File: config.mk
export PLATFORM = sky130hd
export DESIGN_NAME = wsce_ram
export DESIGN_NICKNAME = d
export VERILOG_FILES = /design/src/rtl/wsce_ram.sv
export SDC_FILE = /design/constraint.sdc
export NUM_CORES = 1
export LEC_CHECK = 0
export ABC_CLOCK_PERIOD_IN_PS = 2300
export BUFFER_PORTS_ARGS = -buffer_cell sky130_fd_sc_hd__buf_2
export CAP_MARGIN = 30
export CORE_MARGIN = 3
export CORE_UTILIZATION = 60
export CTS_CLUSTER_DIAMETER = 200
export DETAILED_ROUTE_END_ITERATION = 10
export HOLD_SLACK_MARGIN = 0.02
export PLACE_DENSITY_LB_ADDON = 0.25
export REMOVE_ABC_BUFFERS = 1
export SLEW_MARGIN = 10
export SYNTH_ARGS = -nofsm -noshare
export SYNTH_HDL_FRONTEND = slang
export SYNTH_SLANG_ARGS = --single-unit
File: constraint.sdc
create_clock -name clock -period 2.3 [get_ports clock]
set_input_delay 0.345 -clock clock [delete_from_list [all_inputs] [get_ports clock]]
set_output_delay 0.345 -clock clock [all_outputs]
set_load 0.03 [all_outputs]
File: src/rtl/wsce_ram.sv
// Generic single write, single read RAM with a registered read port.
module wsce_ram #(
   parameter int WIDTH = 8,
   parameter int DEPTH = 64
) (
   input  logic                     clock,
   input  logic                     wr_en,
   input  logic [$clog2(DEPTH)-1:0] wr_addr,
   input  logic [WIDTH-1:0]         wr_data,
   input  logic [$clog2(DEPTH)-1:0] rd_addr,
   output logic [WIDTH-1:0]         rd_data
);

   logic [WIDTH-1:0] mem_ff [DEPTH];
   logic [WIDTH-1:0] rd_data_ff;

   always_ff @(posedge clock) begin
      if (wr_en) begin
         mem_ff[wr_addr] <= wr_data;
      end
      rd_data_ff <= mem_ff[rd_addr];
   end

   assign rd_data = rd_data_ff;

endmodule

* Word level (Yosys, flattened, before mapping)
Memories as Yosys holds them, arrays and structs flattened. A register that Yosys moved wholly into a read port is not among the register bits.
Index checks and enable logic that the tools add are counted.
** Storage, ports and cells
- RAM bits :: 512
- Output and inout bits :: 8
- Input port bits :: 22
- Register bits after elaboration :: 0
- Memories kept :: 1
** Cells by class
- Mux-type cells :: 2
** Memories
- mem_ff :: words 64, bits a word 8, read ports 1, clocked after memory_dff 1, wr ports 1, line 14 : logic [WIDTH-1:0] mem_ff [DEPTH];
** Operator list (number)
- two-way mux 1 bit :: 2

* Logic depth before layout (Yosys ltp)
- Depth in word-level cells :: 2
- Depth in mapped cells :: 9
- Depth with buffers taken out :: 5

* Worst setup path before layout
Ideal clock, no wire load.
- Path type :: in2reg
- Start :: input port rd_addr[1]
- End :: register rd_data_ff[3] (netlist: rd_data[3]) (read register of mem_ff)
- Required time :: 2.172 ns
- Buffers on the path :: 3
- Library setup time :: 0.128 ns
- Setup slack :: 0.287 ns
- Stages on the path :: 7
- Arrival :: 1.885 ns
- Cell sequence :: buf_4 buf_2 buf_2 mux4_2 mux4_2 o21ai_1 o41ai_1
** RTL lines
- start, declared :: line 10 : input logic [$clog2(DEPTH)-1:0] rd_addr,
- end, declared :: line 15 : logic [WIDTH-1:0] rd_data_ff;

==> run metrics <==
compound-gate portion of the synthesized area 2.07%; Clk Tree Root Cell clkbuf_16; Diodes inserted 0; reg2reg path depth 5; WL per Instance 28.6 um; number of instances in the synthesized netlist 940; post-CTS setup buffer count 0; clk buf depth 3; worst skew pair latency 560 ps; PwrDens roughly 840 nW/um^2; Tcrit/Tclk final 87.9%; Worst Path Arrival roughly 2500 ps; Worst VDD drop 0.692 mV; CTS tree built; initial core utilization between 60% and 70%; final setup fails 0; HP Class in2reg; fin cells 1,603; Slew @ Worst Pin 773 ps; DIE AREA 35,800 um^2; Die Y roughly 190 um; via/cell ratio about 6.4; GR Overflow Total 0; Seq/Total Area, Yosys just under 80%; top_reg_cell synth edfxtp_1; max_cap viols 0; Post-route DRC 0; Yosys warning count 0; first-pass GRT wire length between 60 and 70 mm; Synth async-reset ratio 0%; CP required 2750 ps; Inst Count DP 1,510; largest net degree at the start of global routing 65; synthesized flop and latch total 520; DRT antenna net count 0; Post-Syn Area per Cell 21.5 um^2; Die X ~190 um; status completed; final hold violations 0; antenna violations before repair 2; PortBufs 29; Setup CP Type reg2reg; clock period minus worst slack slightly above 2000 ps; FP Rows 66; post-synthesis adder-cell area fraction 0%; Hold-fix buffers, CTS 0; I/O pin count 30; Post-synth EDFFs approximately 510; final wirelength between 40 and 50 mm; Pins Over Slew Limit 0; Layout Skew between 9 and 10 ps; CP startpoint kind register; CTS sink cnt 520; cell depth of the worst hold path 3; placed instance area 21,900 um^2; Num CTS Buffers 50; share of layout cells above drive strength 1 33.6%; CTS clock-pin slew for the worst setup and hold paths 60 ps; P_leak 0.00769 uW; final instance area ~23,000 um^2; largest family of logic cells by synthesized area multiplexers; H-tree Lvls 2; unique cell type count in the Yosys netlist 40; drt pass-1 iters 6; CTS-repair resized insts 0; CP Capture Type register; Overall Global Routing Usage 26.5%; vias in the first global route about 10,000; worst hold slack ~190 ps; vias post-DR around 10,000; TNS Setup 0 ps; core area approximately 33,000 um^2; Simple-Gate Fraction of Synth Area under 10%; xor and xnor fraction of the mapped netlist area 0%; Final nets 1,142; Synth-to-Final Area Change 16.3%; DR iter-0 viols ~1,400; RSZ-0062 raised after global routing no; slew margin rel. 48.5%; DP HPWL 29.5 mm; fmax 495 MHz; synthesized area 20,200 um^2; largest fanout on the critical path 1; RD Place Congestion 0.864; mux contribution to synthesized area 15.9%
layer usage:
metal	vias up	global-route usage (%)	wire, um
li1	4289	-	-
met1	5354	40.1	18100
met2	600	40.7	21700
met3	91	4.83	4510
met4	4	7.73	1400
met5	-	0	32
layout by cell type (no fill, tap or decap), drive strengths merged, types with 2 or more instances in the layout:
cell type	count
o41ai	2
buf	178
clkinv	24
nand4	2
bufinv	4
o21ai	4
a221oi	6
o221ai	8
o21a	2
nand3	13
nor2b	14
mux2i	23
nand2	19
dfxtp	8
nor4	2
a22oi	3
nand2b	7
mux4	126
edfxtp	512
o2111ai	3
a21oi	3
o2bb2ai	3
o32ai	2
a2111oi	2
o221a	2
mux2	13
nor2	83
clkbuf	65
o22ai	8
a211oi	4
nor3	7
nand3b	3
state kept, by name (all words and copies together) (netlist names):
register,flops
mem_ff,512
rd_data,8
worst max-delay path: stages, from the launching register on:
cell	delay, ps
edfxtp_1	370
mux4_2	500
mux4_2	490
nor2_1	330
nor3_1	100
o2bb2ai_1	130
power breakdown:
| group | switching (uW) | internal, uW |
|---|---|---|
| Sequential | 40.2 | 10500 |
| Combinational | 652 | 453 |
| Clock | 3360 | 4650 |
| Total | 4050 | 15600 |
cells by family after synthesis:
| family | count (synthesis) |
|---|---|
| mux | 162 |
| buf+inv | 51 |
| simple gates | 153 |
| compound gates | 54 |
| flops | 520 |
final timing paths:
kind	from	endpoint	slack (ps)
setup reg to reg	mem_ff[11][2]$_DFFE_PP_	rd_data[2]$_DFF_P_	280
hold reg to reg	mem_ff[30][6]$_DFFE_PP_	rd_data[6]$_DFF_P_	830
setup / recovery	mem_ff[11][2]$_DFFE_PP_	rd_data[2]$_DFF_P_	280
hold / removal	rd_addr[5]	rd_data[1]$_DFF_P_	190
final cells by class:
| class | count | area [um^2] |
|---|---|---|
| clock inverters | 29 | 240 |
| repair buffers | 179 | 1450 |
| flip-flops and latches | 520 | 15500 |
| well taps | 442 | 553 |
| multi-input cells | 369 | 4320 |
| fillers | 1973 | 9410 |
| clock buffers | 64 | 1370 |
per-stage QoR:
step	setup slack (ps)	power, uW	util (%)
2_1_floorplan	594	11100	-
3_3_place_gp	-19.8	11800	66.5
3_5_place_dp	-51.0	11800	66.5
4_1_cts	376	19700	71.4
5_1_grt	272	20200	71.4
6_report	279	19600	71.4
synth_stat cells, drive strengths merged (2+ instances only):
library cell / instances / area (um^2)
a2111oi: 2 / 17.5
a211oi: 4 / 30.0
a21oi: 3 / 15.0
a221oi: 6 / 52.6
a22oi: 3 / 22.5
buf: 34 / 253
clkbuf: 17 / 63.8
dfxtp: 8 / 160
edfxtp: 512 / 15400
mux2: 13 / 146
mux2i: 23 / 230
mux4: 126 / 2840
nand2: 19 / 71.3
nand2b: 7 / 43.8
nand3: 13 / 65.1
nand3b: 3 / 22.5
nand4: 2 / 12.5
nor2: 83 / 312
nor2b: 14 / 87.6
nor3: 7 / 35.0
nor4: 2 / 12.5
o2111ai: 3 / 26.3
o21a: 2 / 15.0
o21ai: 4 / 20.0
o221a: 2 / 22.5
o221ai: 8 / 70.1
o22ai: 8 / 50.1
o2bb2ai: 3 / 26.3
o32ai: 2 / 17.5
o41ai: 2 / 17.5
Note: power is estimated with default switching activity, not from simulation.
